[src/rtl/btc_pkg.sv]
package btc_pkg;

  // Input item: calendar time fields
  typedef struct packed {
    logic [7:0] year_count;
    logic [8:0] day_of_year;
    logic [4:0] hour;
    logic [5:0] minute;
    logic [5:0] second;
  } time_in_t;

  // Result item: the two header words
  typedef struct packed {
    logic [31:0] time_word;
    logic [31:0] status_word;
  } header_out_t;

  // BCD encoder result: time word and the seconds byte
  typedef struct packed {
    logic [31:0] time_word;
    logic [7:0]  sec_bcd;
  } bcd_fields_t;

  localparam logic [11:0] CrcKey    = 12'h80f;
  localparam logic [31:0] SyncWord  = 32'hffffffff;
  localparam logic [31:0] ZeroWord  = 32'h00000000;

  // Quotient by ten for values below 1024 (reciprocal multiply)
  function automatic logic [6:0] div10(input logic [9:0] x);
    logic [17:0] prod;
    prod = {8'd0, x} * 18'd205;
    return prod[17:11];
  endfunction

  // Low decimal digit of a value below 1024, given its quotient by ten
  function automatic logic [3:0] low_digit(input logic [9:0] x, input logic [6:0] q);
    logic [9:0] rem;
    rem = x - ({3'd0, q} * 10'd10);
    return rem[3:0];
  endfunction

  // Table entry: index in bits 11..4, eight shift steps with conditional key XOR
  function automatic logic [15:0] crc_rom(input logic [7:0] idx);
    logic [19:0] r;
    r = {8'd0, idx, 4'd0};
    for (int k = 0; k < 8; k++) begin
      r = {r[18:0], 1'b0};
      if (r[12]) begin
        r = r ^ {8'd0, CrcKey};
      end
    end
    return r[15:0];
  endfunction

  // Advance the check register over one byte
  function automatic logic [15:0] crc_byte(input logic [15:0] crc, input logic [7:0] b);
    return {crc[7:0], b} ^ crc_rom(crc[11:4]);
  endfunction

  // Advance the check register over one word, most significant byte first
  function automatic logic [15:0] crc_word(input logic [15:0] crc, input logic [31:0] w);
    logic [15:0] r;
    r = crc;
    for (int s = 3; s >= 0; s--) begin
      r = crc_byte(r, w[s*8 +: 8]);
    end
    return r;
  endfunction

  // Check register after the two zero words and the sync word
  localparam logic [15:0] CrcSeed =
    crc_word(crc_word(crc_word(16'h0000, ZeroWord), ZeroWord), SyncWord);

endpackage

[src/rtl/bcd_timecode_header_crc12_core.sv]
// Registers in order from input accept to result valid: input, BCD, time-word
// check and result; throughput: one item per cycle while out_ready_i is high.
// The check value runs over the header bytes as table lookups, four per stage.
// Each stage holds while the next one is full, so results stall without loss.
// Reset (rst_ni low, asynchronous) empties all stages; no other state exists.
module bcd_timecode_header_crc12_core
  import btc_pkg::*;
(
  input  logic        clk_i,
  input  logic        rst_ni,
  input  logic        in_valid_i,
  output logic        in_ready_o,
  input  time_in_t    in_data_i,
  output logic        out_valid_o,
  input  logic        out_ready_i,
  output header_out_t out_data_o
);

  logic        v1_q, v2_q, v3_q, v4_q;
  logic        rdy2, rdy3, rdy4;
  time_in_t    in_q;
  bcd_fields_t bcd_d, bcd_q;
  logic [31:0] tw3_q;
  logic [7:0]  sec3_q;
  logic [15:0] crc3_d, crc3_q;
  logic [15:0] crc4_d;
  header_out_t out_d, out_q;

  // Stage moves when empty or when the next stage takes its item
  assign rdy4       = !v4_q || out_ready_i;
  assign rdy3       = !v3_q || rdy4;
  assign rdy2       = !v2_q || rdy3;
  assign in_ready_o = !v1_q || rdy2;

  // Encode digits
  btc_bcd u_bcd (
    .time_i (in_q),
    .bcd_o  (bcd_d)
  );

  // Check over the time word, from the constant seed
  assign crc3_d = crc_word(CrcSeed, bcd_q.time_word);

  // Check over the status word with zero check bits
  assign crc4_d = crc_word(crc3_q, {sec3_q, 24'h000000});

  assign out_d.time_word   = tw3_q;
  assign out_d.status_word = {sec3_q, 12'h000, crc4_d[11:0]};

  // Advance valid bits
  always_ff @(posedge clk_i or negedge rst_ni) begin
    if (!rst_ni) begin
      v1_q <= 1'b0;
      v2_q <= 1'b0;
      v3_q <= 1'b0;
      v4_q <= 1'b0;
    end else begin
      if (in_ready_o) v1_q <= in_valid_i;
      if (rdy2)       v2_q <= v1_q;
      if (rdy3)       v3_q <= v2_q;
      if (rdy4)       v4_q <= v3_q;
    end
  end

  // Load payload only where an item moves in
  always_ff @(posedge clk_i) begin
    if (in_valid_i && in_ready_o) in_q <= in_data_i;
    if (v1_q && rdy2) bcd_q <= bcd_d;
    if (v2_q && rdy3) begin
      tw3_q  <= bcd_q.time_word;
      sec3_q <= bcd_q.sec_bcd;
      crc3_q <= crc3_d;
    end
    if (v3_q && rdy4) out_q <= out_d;
  end

  assign out_valid_o = v4_q;
  assign out_data_o  = out_q;

`ifndef SYNTHESIS
  a_in_fills_s1: assert property (@(posedge clk_i) disable iff (!rst_ni)
    (in_valid_i && in_ready_o) |=> v1_q)
    else $error("accepted item did not enter the input stage");

  a_s3_to_out: assert property (@(posedge clk_i) disable iff (!rst_ni)
    (v3_q && rdy4) |=> out_valid_o)
    else $error("item lost between check stage and result register");

  a_status_gap: assert property (@(posedge clk_i) disable iff (!rst_ni)
    out_valid_o |-> (out_data_o.status_word[23:12] == 12'h000))
    else $error("status word reserved bits not zero");

  a_digits: assert property (@(posedge clk_i) disable iff (!rst_ni)
    out_valid_o |-> ((out_data_o.time_word[31:28] <= 4'd9) &&
                     (out_data_o.time_word[3:0] <= 4'd9) &&
                     (out_data_o.time_word[15:12] <= 4'd3)))
    else $error("time word digit out of BCD range");
`endif

endmodule

[src/rtl/btc_bcd.sv]
module btc_bcd
  import btc_pkg::*;
(
  input  time_in_t    time_i,
  output bcd_fields_t bcd_o
);

  logic [9:0] day_p1;
  logic [6:0] day_q1;
  logic [6:0] day_q2;
  logic [6:0] year_q;
  logic [6:0] hour_q;
  logic [6:0] min_q;
  logic [6:0] sec_q;
  logic [3:0] day_hund;
  logic [3:0] day_tens;
  logic [3:0] day_units;

  // Day of year is carried one-based
  assign day_p1 = {1'b0, time_i.day_of_year} + 10'd1;

  // Split the day into three digits by repeated division by ten
  assign day_q1    = div10(day_p1);
  assign day_q2    = div10({3'd0, day_q1});
  assign day_units = low_digit(day_p1, day_q1);
  assign day_tens  = low_digit({3'd0, day_q1}, day_q2);
  assign day_hund  = day_q2[3:0];

  assign year_q = div10({2'd0, time_i.year_count});
  assign hour_q = div10({5'd0, time_i.hour});
  assign min_q  = div10({4'd0, time_i.minute});
  assign sec_q  = div10({4'd0, time_i.second});

  // Pack digits, most significant first
  assign bcd_o.time_word = {
    low_digit({2'd0, time_i.year_count}, year_q),
    day_hund, day_tens, day_units,
    hour_q[3:0], low_digit({5'd0, time_i.hour}, hour_q),
    min_q[3:0],  low_digit({4'd0, time_i.minute}, min_q)
  };
  assign bcd_o.sec_bcd = {sec_q[3:0], low_digit({4'd0, time_i.second}, sec_q)};

endmodule

[config.mk]
export PLATFORM = sky130hd
export DESIGN_NAME = bcd_timecode_header_crc12_core
export DESIGN_NICKNAME = d
export VERILOG_FILES = /design/src/rtl/btc_pkg.sv /design/src/rtl/bcd_timecode_header_crc12_core.sv /design/src/rtl/btc_bcd.sv
export SDC_FILE = /design/constraint.sdc
export NUM_CORES = 1
export LEC_CHECK = 0
export ABC_AREA = 0
export BUFFER_PORTS_ARGS = -buffer_cell sky130_fd_sc_hd__buf_4
export CORE_MARGIN = 3
export CORE_UTILIZATION = 35
export CTS_CLUSTER_SIZE = 12
export DETAILED_ROUTE_END_ITERATION = 12
export GPL_TIMING_DRIVEN = 0
export PLACE_DENSITY = 0.63
export SYNTH_ARGS = -nofsm -noshare
export SYNTH_HDL_FRONTEND = slang
export SYNTH_SLANG_ARGS = --single-unit
[constraint.sdc]
create_clock -name clk_i -period 11.1 [get_ports clk_i]
set_clock_uncertainty 0.1 [all_clocks]
set_input_delay 0.555 -clock clk_i [delete_from_list [all_inputs] [get_ports clk_i]]
set_output_delay 0.555 -clock clk_i [all_outputs]
set_load 0.01 [all_outputs]
==> flow_summary_export.csv, run 1 <==
group,metric,value,unit
logic_synthesis,synth_cell_types,50,
logic_synthesis,synth_area_leaders,"edfxtp_1, ha_1, fa_1",
floorplan,die_h,187,microns
critical_path,critical_path_depth,34,
global_routing,antenna_found_initial,0,
critical_path,startpoint,"in_q[17]",
critical_path,r2r_end,"bcd_q[31]",
routing,dr_wl_met2,9700,microns
critical_path,reg2reg_slack,2.00,ns
global_routing,overflow,0,
critical_path,path_class,"reg -> reg",
logic_synthesis,synth_edf_count,166,
layout,antenna_cells,0,
critical_path,start_kind,"register",
clocking,clk_pin_slew_worst_paths,0.07,ns
sta,max_freq,0.110,GHz
floorplan,rows,65,
clocking,cts.sinks,170,
sta,drv_slew,0,
layout,final_cell_mix,"ha_1, inv_1, edfxtp_1",
floorplan,die_area,35000,sq um
clocking,clockBufferDepth,2,
sta,fin_crit_sh,0.820,
placed_design,dp_hpwl,16200,microns
critical_path,r2r_cells,34,
layout,final_common_cell,"ha_1",
clocking,cts_tree,"done",
floorplan,initial_utilization,0.359,
critical_path,r2r-start,"in_q[17]",
flow_run,drv_cap,0,
routing,dr.max_layer_used,"met4",
logic_synthesis,yosys.area.top_type,"edfxtp_1",
placed_design,gp_congestion,0.814,
sta,worst_slew_pin_slew,0.840,ns
layout,fin_nets,1289,
clocking,post_cts_buffers,0,
critical_path,crit_buf_inv,7,
logic_synthesis,synth_top_area_frac,0.435,
clocking,cts_buffers,17,
logic_synthesis,netlist_instances,882,
clocking,root_buffer,"clkbuf_16",
routing,drc,0,
placed_design,dp_slack,1.94,ns
routing,wl_per_cell,13.3,microns
sta,relSlewSlack,0.440,
routing,vias,6322,
critical_path,crit_path_end_kind,"register",
routing,vias_per_cell,4.35,
sta,setup_ws,2.00,ns
floorplan,pin_count,104,
critical_path,path_delay_family,"adder cells",
logic_synthesis,ys_seq_area_frac,0.443,
logic_synthesis,synthesis.area,11500,sq um
floorplan,die_x,187,microns
sta,fin_crit,9.10,ns
logic_synthesis,syn_area_per_cell,13.0,sq um
critical_path,critPathMaxFanout,5,
placed_design,place_area,12800,sq um
logic_synthesis,ys_async_sr_fraction,0.0235,
logic_synthesis,synth-main-ff-cell,"edfxtp_1",
clocking,cts.htree.levels,4,
routing,met3WireLength,517,microns
layout,finalInstanceArea,13400,sq um
routing,met1_length,8930,microns
sta,rsz0062_at_grt,"false",
layout,drive_above_1_share,0.149,
critical_path,worst_ep_arrival_time,9.17,ns
routing,drtPass1Iterations,4,
critical_path,required,11.17,ns
sta,setup-tns-final,0,ns
routing,drt_iter0_markers,263,
floorplan,core,32000,sq um
logic_synthesis,yosys_warnings,0,
routing,antenna_left,0,
sta,hold_viol_final,0,
critical_path,critPathSlowestCell,"fa_1",
critical_path,slowest_delay,0.54,ns
placed_design,io_buffers,87,
clocking,clk_latency,0.43,ns
layout,area_delta_synth_final,16.7,%
sta,hold_slack,0.195,ns
global_routing,track_usage,0.117,
critical_path,endpoint,"bcd_q[31]",
routing,routed_wl,19400,microns
worst_hold_path,min_path_type,"in -> reg",
status,outcome,"finished, final reports clean",
global_routing,grt_pass1_wl,33000,microns
sta,setup_viol,0,
global_routing,grt_pass1_vias,6618,
global_routing,grt_max_degree,38,
logic_synthesis,synth-seq-cells,170,
## per-stage QoR
stage,utilization,instances
final,0.419,1454
after global routing,0.419,1454
after CTS,0.419,1454
after detailed placement,0.401,1422
after global placement,0.398,1419
after floorplan,-,897
## cell type report
class                   count  area (sq um)
flip-flops and latches    170          5080
well taps                 435           544
repair buffers             91           731
inverters                 166           623
clock inverters            14           145
fillers                  2976         18600
multi-input cells         543          5700
plain buffers              18           128
clock buffers              17           425
## routing by layer
metal	global-route usage	up-vias
met5	0	-
met4	0.0334	0
met3	0.0210	18
met2	0.207	85
met1	0.147	3009
li1	-	3210
## cell usage after synthesis, drive strengths merged, types with 3 or more instances
library cell  count
ha              190
nand2            13
buf              17
o211ai            3
inv             166
a211oi            3
nand3             6
a21oi            18
or2               5
o21a              3
a31oi             4
nand2b            4
a21o             10
and2              5
nand4             6
xor2             44
dfrtp             4
nor2              9
fa               54
nor4              3
edfxtp          166
xnor2           110
o21ai            11
nor2b             3
## logic make-up after synthesis
logic type	Yosys count	synth area share
buf+inv	184	0.0655
mux	2	0.00175
fa+ha+maj	244	0.302
compound gates	67	0.0405
xor+xnor	154	0.118
flops	170	0.443
other cells	1	0.000327
simple gates	60	0.0289
## timing repair
item | in CTS | in global routing
hold buffers | 1 | 0
endpoints found under the hold margin | 4 | 0
resized for setup | 0 | 0
## worst min path at each step
stage	slack, ns	endpoint	from	cells past startpoint
2_1_floorplan	0.16	out_valid_o	rst_ni	0
3_3_place_gp	0.25	out_valid_o	rst_ni	1
3_5_place_dp	0.25	out_valid_o	rst_ni	1
4_1_cts	0.17	in_q[30]	in_data_i[30]	1
5_1_grt	0.17	in_q[28]	in_data_i[28]	1
6_report	0.20	in_q[26]	in_data_i[26]	1
## state kept, by name (all words and copies together) (netlist names)
name and flops:
bcd_q 36, tw3_q 29, out_data_o 48, v1_q 1, in_q 34, crc3_q 12
v2_q 1, out_valid_o 1, v3_q 1, sec3_q 7
## worst register-to-register path: cells and delay by family (launching register included)
family	cells	cell delay, ns
buffers and inverters	7	0.55
DFF	1	0.49
and+or+nand+nor	2	0.24
adders and majority gates	13	4.90
AOI/OAI and AO/OA	6	1.29
xor gates and xnor gates	6	1.26
Power of run 1 is not shown: default switching activity piles up to over one toggle a cycle in this logic, so the estimate is an artifact.
==> inputs of run 2 (changes only) <==
--- a/config.mk
+++ b/config.mk
@@ -5,14 +5,14 @@
 export SDC_FILE = /design/constraint.sdc
 export NUM_CORES = 1
 export LEC_CHECK = 0
-export ABC_AREA = 0
+export ABC_AREA = 1
 export BUFFER_PORTS_ARGS = -buffer_cell sky130_fd_sc_hd__buf_4
 export CORE_MARGIN = 3
 export CORE_UTILIZATION = 35
 export CTS_CLUSTER_SIZE = 12
 export DETAILED_ROUTE_END_ITERATION = 12
 export GPL_TIMING_DRIVEN = 0
-export PLACE_DENSITY = 0.63
+export PLACE_DENSITY = 0.64
 export SYNTH_ARGS = -nofsm -noshare
 export SYNTH_HDL_FRONTEND = slang
 export SYNTH_SLANG_ARGS = --single-unit
==> constraint.sdc (replaced) <==
create_clock -name clk_i -period 8 [get_ports clk_i]
set_clock_uncertainty 0.1 [all_clocks]
set_input_delay 0.4 -clock clk_i [delete_from_list [all_inputs] [get_ports clk_i]]
set_output_delay 0.4 -clock clk_i [all_outputs]
set_load 0.01 [all_outputs]
==> run 2 against run 1 <==
Compared with the run above: the flow now finishes with violations (negative setup slack); maximum frequency up 8.3%; sequential cell count unchanged; worst setup slack lost 2.4 ns; clock-buffer cell count increased by 1; first-iteration DRC count fell by 13%; final cell count rose by 16%; core utilization grew 1.5 points; die area increased by 4.6%; synthesized area increased by 4.8%; synthesized cell count is 23% higher; non-clock buffer count rose by 24; critical path type unchanged.
==> flow_summary_export.csv, run 2 <==
group,metric,value,unit
flow_run,drv_cap,0,
critical_path,crit_buf_inv,9,
critical_path,required,8.07,ns
floorplan,pin_count,104,
layout,final_common_cell,"inv_1",
clocking,cts_buffers,17,
logic_synthesis,yosys.area.top_type,"edfxtp_1",
sta,fin_crit,8.41,ns
layout,fin_util,0.434,
sta,relSlewSlack,0.452,
global_routing,grt_pass1_vias,7490,
sta,hold_viol_final,0,
global_routing,overflow,0,
logic_synthesis,synth_area_leaders,"edfxtp_1, ha_1, fa_1",
layout,nFillCells,3098,
layout,finalInstanceArea,14600,sq um
sta,rsz0062_at_grt,"true",
clocking,cts.sinks,170,
critical_path,start_kind,"register",
placed_design,place_area,13400,sq um
logic_synthesis,synth_top_area_frac,0.415,
logic_synthesis,yosys_warnings,0,
clocking,clockBufferDepth,2,
global_routing,antenna_found_initial,0,
clocking,clk_latency,0.43,ns
logic_synthesis,synth_most_common_cell,"inv_1",
floorplan,die_x,191,microns
status,violations,"negative setup slack",
placed_design,dp_slack,-0.865,ns
sta,fin_crit_sh,1.05,
sta,setup_viol,3,
routing,routed_wl,21800,microns
worst_hold_path,min_path_type,"in -> reg",
layout,final_cell_mix,"inv_1, ha_1, edfxtp_1",
floorplan,die_h,191,microns
routing,wl_per_cell,12.9,microns
floorplan,initial_utilization,0.357,
logic_synthesis,ys_seq_area_frac,0.423,
logic_synthesis,synth_cell_types,30,
layout,fin_cells,1693,
layout,antenna_cells,0,
logic_synthesis,synthTopCellsByCount,"inv_1, ha_1, edfxtp_1, nand2_1, xor2_1",
global_routing,track_usage,0.124,
critical_path,slowest_delay,0.53,ns
sta,max_freq,0.119,GHz
logic_synthesis,syn_area_per_cell,11.1,sq um
routing,drt_iter0_markers,230,
sta,drv_slew,0,
layout,area_delta_synth_final,21.7,%
floorplan,die_area,36600,sq um
placed_design,gp_congestion,0.847,
layout,fin_nets,1514,
logic_synthesis,ys_async_sr_fraction,0.0235,
clocking,root_buffer,"clkbuf_16",
floorplan,rows,67,
logic_synthesis,synth_edf_count,166,
floorplan,core,33700,sq um
critical_path,path_class,"reg -> reg",
placed_design,dpl.cell_count,1635,
routing,drc,0,
global_routing,grt_max_degree,46,
logic_synthesis,synth-seq-cells,170,
routing,drtPass1Iterations,7,
global_routing,grt_pass1_wl,35900,microns
logic_synthesis,synthesis.area,12000,sq um
clocking,clk_pin_slew_worst_paths,0.08,ns
routing,vias,7343,
layout,drive_above_1_share,0.197,
layout,largest_register_ff_count,48,
critical_path,critPathMaxFanout,4,
critical_path,critPathSlowestCell,"fa_1",
critical_path,crit_path_end_kind,"register",
sta,setup_ws,-0.409,ns
clocking,cts_tree,"done",
critical_path,worst_ep_arrival_time,8.48,ns
routing,antenna_left,0,
status,outcome,"finished, violations left",
clocking,cts.htree.levels,4,
logic_synthesis,netlist_instances,1082,
routing,vias_per_cell,4.34,
critical_path,path_delay_family,"adder cells",
critical_path,path_common_cell,"ha_4",
placed_design,io_buffers,87,
logic_synthesis,synth-main-ff-cell,"edfxtp_1",
sta,worst_slew_pin_slew,0.822,ns
placed_design,dp_hpwl,17400,microns
## run 2: cell types whose count changed in the layout (fill, tap and decap cells not counted), moves of 15 or more
cell	before	now
ha_1	190	174
xnor2_1	109	53
ha_4	0	15
nand3_1	6	39
inv_1	166	226
nand2_1	13	146
buf_4	103	127
xor2_1	44	67
## run 2: cell families (layout without fill, tap and decap cells)
logic type / count (synthesis) / after routing / share of synthesized area
and+or+nand+nor: 229 / 229 / 0.0789
AOI/OAI and AO/OA: 47 / 47 / 0.0233
other: 1 / 16 / 0.000312
xor gates and xnor gates: 134 / 134 / 0.101
buffers and inverters: 257 / 405 / 0.0854
DFF: 170 / 170 / 0.423
adders and majority gates: 244 / 244 / 0.288
## run 2: path summary, 6_finish.rpt
path	startpoint	to	slack, ns	cells after the start
worst max-delay path	in_q[18]	bcd_q[31]	-0.41	42
worst min-delay path	in_data_i[30]	in_q[30]	0.04	1
worst max register to register	in_q[18]	bcd_q[31]	-0.41	42
worst min register to register	tw3_q[13]	out_data_o[45]	0.32	0
max in group asynchronous	rst_ni	v2_q	7.50	2
min in group asynchronous	rst_ni	v1_q	0.20	2
## run 2: layout make-up
cell class	instances	area, sq um	area share
clock inverters	14	181	0.0124
flip-flops and latches	170	5080	0.347
well taps	448	561	0.0383
inverters	240	901	0.0616
repair buffers	116	923	0.0631
clock buffers	18	429	0.0293
plain buffers	17	125	0.00855
multi-input cells	670	6430	0.439
## run 2: repair_timing
| item | 4_1_cts | 5_1_grt |
|---|---|---|
| buffers inserted | 15 | 10 |
| pin swaps | 37 | 27 |
| resized for setup | 29 | 41 |
| hold endpoints to repair | 4 | 0 |
| hold buffers | 1 | 0 |
| setup endpoints to repair | 6 | 5 |
## run 2: per-layer routing
metal,track usage,vias up,part of all wire
met4,0.0302,0,0.012
met2,0.228,99,0.53
met1,0.149,3457,0.43
met5,0,-,0
met3,0.0246,19,0.031
li1,-,3768,-
## run 2: stage by stage
step	TNS [ns]	hold slack, ns
after floorplan	-0.119	0.00441
after global placement	-2.16	0.0977
after detailed placement	-2.23	0.101
after CTS	-0.277	0.0130
after global routing	-1.63	0.00169
final	-0.533	0.0357
Power of run 2 is left out for the same reason.
